--- src/design/cst_pkg.sv ---
// ----------------------------------------------------------------------------
// Cursor style tracker package
// Shared types and constants for the cursor style sequence tracker.
// ----------------------------------------------------------------------------
package cst_pkg;

   localparam int MAX_PARAM_CHARS = 16;
   localparam int KEPT_WIDTH      = $clog2(MAX_PARAM_CHARS + 1);
   localparam int COUNT_WIDTH     = 32;
   localparam int NUMBER_WIDTH    = 32;
   localparam int BYTE_WIDTH      = 8;
   localparam int RSP_DATA_WIDTH  = 40;

   localparam logic [BYTE_WIDTH-1:0] CHAR_ESC   = 8'h1B;
   localparam logic [BYTE_WIDTH-1:0] CHAR_LBRKT = 8'h5B;
   localparam logic [BYTE_WIDTH-1:0] CHAR_SPACE = 8'h20;
   localparam logic [BYTE_WIDTH-1:0] CHAR_Q     = 8'h71;
   localparam logic [BYTE_WIDTH-1:0] CHAR_SEMI  = 8'h3B;
   localparam logic [BYTE_WIDTH-1:0] CHAR_ZERO  = 8'h30;
   localparam logic [BYTE_WIDTH-1:0] CHAR_NINE  = 8'h39;

   typedef enum logic [1:0] {
      PH_GROUND = 2'd0,
      PH_ESCAPE = 2'd1,
      PH_CSI    = 2'd2,
      PH_INTER  = 2'd3
   } phase_type;

   typedef enum logic [1:0] {
      STYLE_BLOCK     = 2'd0,
      STYLE_UNDERLINE = 2'd1,
      STYLE_BAR       = 2'd2
   } style_type;

   typedef struct packed {
      style_type              style;
      logic                   changed;
      logic [COUNT_WIDTH-1:0] count;
   } cst_result_type;

endpackage

--- src/design/cst_parser.sv ---
// ----------------------------------------------------------------------------
// Cursor style parser
// Escape sequence state machine with parameter collection and style state.
// ----------------------------------------------------------------------------
module cst_parser (
   input  logic                                clock,
   input  logic                                reset,
   input  logic                                step,
   input  logic [cst_pkg::BYTE_WIDTH-1:0]      byte_value,
   output cst_pkg::cst_result_type             result
);
   import cst_pkg::*;

   phase_type                 phase_ff, phase_in;
   logic [KEPT_WIDTH-1:0]     kept_ff, kept_in;
   logic [NUMBER_WIDTH-1:0]   number_ff, number_in;
   logic                      sep_ff, sep_in;
   style_type                 style_ff, style_in;
   logic [COUNT_WIDTH-1:0]    count_ff, count_in;
   logic                      changed;
   logic                      is_digit;
   logic                      is_param;
   style_type                 picked;

   always_ff @(posedge clock) begin
      if (reset) begin
         phase_ff  <= PH_GROUND;
         kept_ff   <= '0;
         number_ff <= '0;
         sep_ff    <= 1'b0;
         style_ff  <= STYLE_BLOCK;
         count_ff  <= '0;
      end else if (step) begin
         phase_ff  <= phase_in;
         kept_ff   <= kept_in;
         number_ff <= number_in;
         sep_ff    <= sep_in;
         style_ff  <= style_in;
         count_ff  <= count_in;
      end
   end

   always_comb begin
      is_digit = byte_value inside {[CHAR_ZERO:CHAR_NINE]};
      is_param = is_digit || (byte_value == CHAR_SEMI);
      if (number_ff <= NUMBER_WIDTH'(2)) begin
         picked = STYLE_BLOCK;
      end else if (number_ff <= NUMBER_WIDTH'(4)) begin
         picked = STYLE_UNDERLINE;
      end else if (number_ff <= NUMBER_WIDTH'(6)) begin
         picked = STYLE_BAR;
      end else begin
         picked = style_ff;
      end
   end

   always_comb begin
      phase_in  = phase_ff;
      kept_in   = kept_ff;
      number_in = number_ff;
      sep_in    = sep_ff;
      style_in  = style_ff;
      count_in  = count_ff;
      changed   = 1'b0;
      case (phase_ff)
         PH_GROUND: begin
            if (byte_value == CHAR_ESC) begin
               phase_in = PH_ESCAPE;
            end
         end
         PH_ESCAPE: begin
            if (byte_value == CHAR_LBRKT) begin
               kept_in   = '0;
               number_in = '0;
               sep_in    = 1'b0;
               phase_in  = PH_CSI;
            end else if (byte_value != CHAR_ESC) begin
               phase_in = PH_GROUND;
            end
         end
         PH_CSI: begin
            if (is_param) begin
               if (kept_ff < KEPT_WIDTH'(MAX_PARAM_CHARS)) begin
                  kept_in = kept_ff + KEPT_WIDTH'(1);
                  if (byte_value == CHAR_SEMI) begin
                     sep_in = 1'b1;
                  end else if (!sep_ff) begin
                     number_in = {number_ff[NUMBER_WIDTH-4:0], 3'b000}
                               + {number_ff[NUMBER_WIDTH-2:0], 1'b0}
                               + {{(NUMBER_WIDTH-4){1'b0}}, byte_value[3:0]};
                  end
               end
            end else if (byte_value == CHAR_SPACE) begin
               phase_in = PH_INTER;
            end else begin
               phase_in = (byte_value == CHAR_ESC) ? PH_ESCAPE : PH_GROUND;
            end
         end
         PH_INTER: begin
            if (byte_value == CHAR_Q) begin
               if (picked != style_ff) begin
                  style_in = picked;
                  count_in = count_ff + COUNT_WIDTH'(1);
                  changed  = 1'b1;
               end
               phase_in = PH_GROUND;
            end else begin
               phase_in = (byte_value == CHAR_ESC) ? PH_ESCAPE : PH_GROUND;
            end
         end
         default: begin
            phase_in = PH_GROUND;
         end
      endcase
   end

   assign result.style   = style_in;
   assign result.changed = changed;
   assign result.count   = count_in;

   a_count_follows_change: assert property (@(posedge clock) disable iff (reset)
      step && changed |=> count_ff == $past(count_ff) + COUNT_WIDTH'(1))
      else $error("change counter did not advance on a style change");

   a_count_holds: assert property (@(posedge clock) disable iff (reset)
      step && !changed |=> count_ff == $past(count_ff))
      else $error("change counter moved without a style change");

   a_kept_bounded: assert property (@(posedge clock) disable iff (reset)
      kept_ff <= KEPT_WIDTH'(MAX_PARAM_CHARS))
      else $error("kept parameter count exceeds its limit");

   a_change_needs_final: assert property (@(posedge clock) disable iff (reset)
      changed |-> phase_ff == PH_INTER && byte_value == CHAR_Q)
      else $error("style changed outside a final byte");

endmodule

--- src/design/cursor_style_sequence_tracker.sv ---
// ----------------------------------------------------------------------------
// Cursor style sequence tracker
// Tracks the cursor style selected by ESC [ Ps SP q in a byte stream.
// ----------------------------------------------------------------------------
// One byte is taken per cycle while the response side is not stalled by
// rsp_tready, and every byte yields one result transfer. A byte waits in
// the input register until it can advance; on that advance the parser
// updates its state from it and the result register captures the result.
// The rate is set by the parser working out its next state from each byte.
module cursor_style_sequence_tracker (
   input  logic                                  clock,
   input  logic                                  reset,
   input  logic                                  req_tvalid,
   output logic                                  req_tready,
   input  logic [7:0]                            req_tdata,  // [7:0] byte_value
   input  logic                                  req_tlast,  // chunk_end
   output logic                                  rsp_tvalid,
   input  logic                                  rsp_tready,
   // [1:0] current style, [2] style_changed, [34:3] change_count, [39:35] zero
   output logic [cst_pkg::RSP_DATA_WIDTH-1:0]    rsp_tdata
);
   import cst_pkg::*;

   logic                    in_valid_ff, in_valid_in;
   logic [BYTE_WIDTH-1:0]   in_byte_ff;
   logic                    rsp_valid_ff, rsp_valid_in;
   cst_result_type          rsp_result_ff;
   cst_result_type          result;
   logic                    advance;
   logic                    req_take;

   assign advance    = in_valid_ff && (!rsp_valid_ff || rsp_tready);
   assign req_tready = !in_valid_ff || advance;
   assign req_take   = req_tvalid && req_tready;

   always_comb begin
      if (req_take) begin
         in_valid_in = 1'b1;
      end else if (advance) begin
         in_valid_in = 1'b0;
      end else begin
         in_valid_in = in_valid_ff;
      end
      if (advance) begin
         rsp_valid_in = 1'b1;
      end else if (rsp_tready) begin
         rsp_valid_in = 1'b0;
      end else begin
         rsp_valid_in = rsp_valid_ff;
      end
   end

   always_ff @(posedge clock) begin
      if (reset) begin
         in_valid_ff  <= 1'b0;
         rsp_valid_ff <= 1'b0;
      end else begin
         in_valid_ff  <= in_valid_in;
         rsp_valid_ff <= rsp_valid_in;
      end
   end

   always_ff @(posedge clock) begin
      if (req_take) begin
         in_byte_ff <= req_tdata;
      end
      if (advance) begin
         rsp_result_ff <= result;
      end
   end

   cst_parser u_parser (
      .clock      (clock),
      .reset      (reset),
      .step       (advance),
      .byte_value (in_byte_ff),
      .result     (result)
   );

   assign rsp_tvalid = rsp_valid_ff;
   assign rsp_tdata  = {{(RSP_DATA_WIDTH-COUNT_WIDTH-3){1'b0}},
                        rsp_result_ff.count,
                        rsp_result_ff.changed,
                        rsp_result_ff.style};

endmodule
--- config.mk ---
export PLATFORM = sky130hd
export DESIGN_NAME = cursor_style_sequence_tracker
export DESIGN_NICKNAME = d
export VERILOG_FILES = /design/src/design/cst_pkg.sv /design/src/design/cst_parser.sv /design/src/design/cursor_style_sequence_tracker.sv
export SDC_FILE = /design/constraint.sdc
export NUM_CORES = 1
export LEC_CHECK = 0
export BUFFER_PORTS_ARGS = -buffer_cell sky130_fd_sc_hd__buf_4
export CORE_UTILIZATION = 57
export CTS_BUF_LIST = sky130_fd_sc_hd__clkbuf_4
export CTS_CLUSTER_DIAMETER = 200
export CTS_CLUSTER_SIZE = 10
export DETAILED_ROUTE_END_ITERATION = 10
export PLACE_DENSITY = 0.78
export SLEW_MARGIN = 20
export SYNTH_ARGS = -nofsm -noshare
export SYNTH_HDL_FRONTEND = slang
export SYNTH_SLANG_ARGS = --single-unit
--- constraint.sdc ---
create_clock -name clock -period 3.4 [get_ports clock]
set_input_delay 0.34 -clock clock [delete_from_list [all_inputs] [get_ports clock]]
set_output_delay 0.34 -clock clock [all_outputs]
set_load 0.005 [all_outputs]
# ---- After elaboration in Yosys (flattened, before gate mapping)
# Index checks and enable logic that the tools add are counted.
dict set report word_totals {
  reg_bits 119
  out_inout_bits 42
  elab_cells 95
}
dict set report op_classes {
  n_addsub 4
  magnitude_cmp 6
  eq_ne 19
  n_mux 37
  reduce_logical 17
}
# op n
set ops {}
lappend ops {{$mux W32} 8}
lappend ops {{$le A32 B3 Y1 const B} 2}
lappend ops {{$pmux W32 S2} 1}
lappend ops {{$add A32 B1 Y32 const B} 1}
lappend ops {{$add A32 B32 Y32} 1}
lappend ops {{$add A32 B4 Y32} 1}
lappend ops {{$le A32 B2 Y1 const B} 1}
lappend ops {{$mux W2} 12}
lappend ops {{$eq A8 B6 Y1 const B} 2}
lappend ops {{$eq A8 B7 Y1 const B} 2}
lappend ops {{$mux W5} 3}
lappend ops {{$mux W1} 10}
lappend ops {{$ne A2 B1 Y1 const B} 5}
lappend ops {{$pmux W5 S2} 1}
lappend ops {{$eq A8 B5 Y1 const B} 1}
lappend ops {{$ge A8 B6 Y1 const B} 1}
lappend ops {{$le A8 B6 Y1 const B} 1}
lappend ops {{$ne A8 B5 Y1 const B} 1}
lappend ops {{$pmux W2 S4} 1}
lappend ops {{$reduce_and A7 Y1} 1}
lappend ops {{$ne A2 B2 Y1 const B} 3}
lappend ops {{$reduce_and A6 Y1} 1}
lappend ops {{$reduce_bool A2 Y1} 3}
lappend ops {{$add A5 B1 Y5 const B} 1}
lappend ops {{other kinds (13)} 19}

# ---- Logic depth before layout (Yosys ltp)
dict set report depth {
  ltp_word 8
  ltp_mapped 13
  depth_no_buf 13
}

# ---- Cells and area by module
# A second synthesis with hierarchy kept.
dict set report hier_totals {
  cells_unflattened 788
  area_unflattened_um2 7234.4
}
# mod instances cells_per_inst area_each_um2
set modules_own_cells {}
lappend modules_own_cells {cst_parser 1 729 5798.1}
lappend modules_own_cells {cursor_style_sequence_tracker 1 59 1436.4}

# ---- Worst setup path before layout
# No wires, ideal clock.
dict set report synth_timing {
  kind {reg2reg}
  startpoint {register in_byte_ff[3]}
  endpoint {register u_parser.number_ff[30]}
  setup_time_ns 0.058
  arrival_ns 3.137
  required_time_ns 3.342
  path_slack_ns 0.205
  stages_incl_launch_ff 12
  n_path_buf 0
  cell_sequence {edfxtp_1 fa_1 ha_1 nor2b_1 o31ai_2 a211oi_1 o311ai_1 nand4_1 a311oi_1 o21ai_0 nor4_1 a211o_1}
}
dict set report synth_via {
  elab_chain_len 6
}
# item line_no
set synth_rtl {}
lappend synth_rtl {{start, declared} cursor_style_sequence_tracker.sv:25} ;# logic [BYTE_WIDTH-1:0] in_byte_ff;
lappend synth_rtl {{start signal, assigned} cursor_style_sequence_tracker.sv:65} ;# in_byte_ff <= req_tdata;
lappend synth_rtl {{$add A32 B4 Y32} cst_parser.sv:90} ;# + {{(NUMBER_WIDTH-4){1'b0}}, byte_value[3:0]};
lappend synth_rtl {{$mux W32} cst_parser.sv:87} ;# end else if (!sep_ff) begin
lappend synth_rtl {{$mux W32} cst_parser.sv:85} ;# if (byte_value == CHAR_SEMI) begin
lappend synth_rtl {{$mux W32} cst_parser.sv:83} ;# if (kept_ff < KEPT_WIDTH'(MAX_PARAM_CHARS)) begin
lappend synth_rtl {{$mux W32} cst_parser.sv:82} ;# if (is_param) begin
lappend synth_rtl {{$pmux W32 S2} cst_parser.sv:65} ;# case (phase_ff)
lappend synth_rtl {{end signal, assigned} cst_parser.sv:36} ;# number_ff <= number_in;
lappend synth_rtl {{end, declared} cst_parser.sv:16} ;# logic [NUMBER_WIDTH-1:0] number_ff, number_in;
# Parallel ways exist; a longest one is shown, timed or not. The select of a mux whose other input is x is not followed.
# A chain may end at the register's enable or synchronous reset.

# ---- Worst setup path after layout
dict set report layout_timing {
  startpoint {register in_byte_ff[2]}
  endpoint {register u_parser.number_ff[26]}
}
# Same word-level chain as after synthesis.

==> results.yml <==
logic_synthesis:
  ys_seq_area_share_pct: 39.6
  ys_async_sr_fraction_pct: 0
  synth.avg_cell_area_um2: 9.29
  synthAdderAreaFrac_pct: 12.0
  synth_top_family_by_area: "simple AND/OR/NAND/NOR gates"
  ys.flop_type: "dfxtp_1"
  synth.ff_latch_count: 119
  ys_warn_count: 0
  yosys.area_share.xor_xnor_pct: 9.87
  syn_inst: 764
  synth_mux_area_share_pct: 0.441
  synth_compound_area_share_pct: 12.5
  yosys.cell_types.count: 64
  syn_area_mm2: 0.00710
  synth_edf_count: 43
  synth-simple-area-share_pct: 22.1
placement:
  dp_hpwl_um: 10800
  io_buffers: 48
  place_congestion: 0.865
sta:
  relSlewSlack_pct: 44.7
  fin_crit_ns: 3.25
  setup_viol_count_final: 0
  clock_skew_ns: 0.0220
  worst_pin_slew_ns: 0.829
  min_period_over_period_pct: 95.6
  hold_viol_final: 0
  holdWs_ns: 0.0918
  slew_violations: 0
  fmax_ghz: 0.308
worst_setup_path:
  worstReg2RegEnd: "u_parser.number_ff[26]"
  crit_path_max_incr_delay_ns: 0.45
  timing.critical_path.buf_inv: 2
  critPathTopFamily: "compound AO/OA/AOI/OAI gates"
  critPathKind: "register to register"
  crit_slowest_cell: "edfxtp_1"
  worst_r2r_path_depth: 14
  cp_max_fo: 4
  path_cells: "ha_1 > ha_1 > inv_1 > fa_1 > nor2b_2 > o31ai_4 > a211oi_2 > o311ai_2 > nand4_1 > a311oi_2 > buf_4 > xnor2_1 > nand3_1 > a21oi_1"
  reg2reg_slack_ns: 0.15
  cpMostUsedCell: "ha_1"
  endpoint_kind: "register"
  cp-start-kind: "register"
  r2r-start: "in_byte_ff[2]"
  crit_arrival_ns: 3.71
  crit_required_ns: 3.86
grt:
  grt_pass1_vias: 5586
  antenna_found_initial: 0
  grt_max_degree: 82
  overflow: 0
  grt_pass1_wl_um: 25400
  grt_usage_pct: 24.6
run:
  timing.max_cap.violations: 0
floorplan:
  boundaryPins: 55
  chipWidth_um: 114
  initial_core_util_pct: 58.9
  core_mm2: 0.0121
  rows: 40
  die-area_mm2: 0.0129
  die_h_um: 114
worst_hold_path:
  worstHoldPathCells: 4
  hold_path_class: "input pin to register"
  min_to: "rsp_tvalid"
  min_from: "rsp_tready"
route:
  routed-via-count: 5879
  vias_per_cell: 5.80
  drc: 0
  drt-wirelength-per-cell_um: 15.2
  first_iter_violations: 421
  wl_um: 15500
  drt_pass1_iterations: 5
  ant_nets: 0
power:
  peakVddDrop_mv: 0.323
  cellLeakagePower_nw: 3.38
  finalPower_mw: 2.85
  power.density_mw_per_mm2: 350
cts:
  htree_levels: 4
  cts-root-buf: "clkbuf_4"
  cts_buffers: 17
  cts_buffer_depth: 2
  clk_pin_slew_ns: 0.12
  clock_latency_ns: 0.53
  cts.sinks: 119
  cts_tree: "done"
final_layout:
  nets: 913
  drive_gt1_share_pct: 15.2
  fillers: 941
  n_antenna_cell: 0
  area_growth_pct: 14.7
run_status:
  outcome: "complete, no violations"
==> worst max-delay path by stage <==
stage                           from                endpoint  cells after the start
6_report               in_byte_ff[2]  u_parser.number_ff[26]                     14
5_1_grt                in_byte_ff[2]  u_parser.number_ff[26]                     14
4_1_cts        u_parser.number_ff[5]  u_parser.number_ff[29]                     10
3_5_place_dp           in_byte_ff[3]  u_parser.number_ff[30]                     12
3_3_place_gp           in_byte_ff[3]  u_parser.number_ff[30]                     12
2_1_floorplan          in_byte_ff[3]  u_parser.number_ff[30]                     11
==> cell type report <==
type                    count  area (um^2)  share of cell area [%]
clock buffers              17          128                    1.57
flip-flops and latches    119         2810                    34.5
well taps                 168          210                    2.58
inverters                  12         45.0                   0.553
multi-input cells         603         4110                    50.4
clock inverters            15          221                    2.72
repair buffers             80          623                    7.65
==> power by group <==
part	leakage [nW]	switching (mW)	internal [mW]
clock	0.187	0.563	0.663
sequential	1.00	0.0139	1.50
combinational	2.19	0.0607	0.0521
total	3.38	0.637	2.22
==> registers in the layout, summed over array words and instances, names as in the netlist <==
signal	cells
rsp_tdata	35
u_parser.count_ff	32
u_parser.number_ff	32
in_byte_ff	8
u_parser.kept_ff	5
u_parser.phase_ff	2
u_parser.style_ff	2
in_valid_ff	1
rsp_tvalid	1
u_parser.sep_ff	1
==> cell usage after synthesis, drive strengths merged, types with 3 or more instances <==
master  instances  share of area [%]
o21ai          24                1.7
clkbuf         24                1.7
edfxtp         43                 18
a22oi          11                1.2
dfxtp          76                 21
nor4           18                1.9
nand3          33                2.4
xnor2          43                5.3
a21oi          57                4.0
and3           18                1.6
nand4          20                1.8
a31oi           4               0.35
nor2b           6               0.53
nor3           20                1.8
o21a            3               0.32
nand2          67                3.5
a211oi          4               0.42
o211ai          4               0.42
nand3b          3               0.32
nand4b          3               0.37
o21bai          5               0.53
nand2b          6               0.53
a21o           13                1.4
buf            10                1.1
and4            3               0.37
or3            11               0.99
ha             65                 11
xor2           37                4.6
and2            6               0.55
inv            12               0.63
nor3b           3               0.32
nor2           82                4.3
==> logic make-up after synthesis <==
logic type                 Yosys count
xor gates and xnor gates            80
AOI/OAI and AO/OA                  142
muxes                                3
adders and majority gates           67
and+or+nand+nor                    306
buffers and inverters               46
other                                1
DFF                                119
==> cell usage in the layout, fill, tap and decap left out, types with 5 or more instances in the layout <==
master / instances
nor2_1: 82
dfxtp_1: 76
buf_4: 71
nand2_1: 67
ha_1: 65
a21oi_1: 57
xnor2_1: 43
edfxtp_1: 43
xor2_1: 37
nand3_1: 32
o21ai_0: 23
nand4_1: 20
clkbuf_4: 17
nor3_1: 16
and3_1: 15
nor4_1: 14
a21o_1: 13
inv_1: 11
a22oi_1: 11
or3_1: 10
dlygate4sd3_1: 9
nand2b_1: 6
nor2b_1: 5
and2_1: 5
o21bai_1: 5
conb_1: 5
bufinv_16: 5
==> through the flow <==
step	cell area (um^2)	instances	TNS, ns	util, %	worst slack [ns]
floorplan	7110	768	0	-	0.205
global placement	7640	970	0	63.3	0.142
finish	8150	1014	0	67.5	0.151
detailed placement	7640	970	0	63.3	0.0204
CTS	8080	1011	0	67.0	0.0227
global route	8150	1014	-0.0266	67.5	-0.0266
==> metal layers <==
layer | up-vias | track usage (%) | part of all wire, %
met1 | 2770 | 29.3 | 43
met3 | 36 | 5.69 | 4.5
met4 | 0 | 11.1 | 2.1
met5 | - | 0 | 0
li1 | 2907 | - | -
met2 | 166 | 42.3 | 50
==> tightest hold or removal path: stages <==
cell and delay, ns:
buf_4 0.08, nor2b_1 0.06, nor2_1 0.08, nor2_1 0.04
==> what timing repair did <==
action | 4_1_cts | 5_1_grt
pin swaps | 0 | 8
endpoints found under the setup margin | 1 | 8
hold buffers | 9 | 0
hold endpoints to repair | 9 | 0
setup buffers | 0 | 3
resized for setup | 1 | 9
Power figures use the tool's default switching activity.
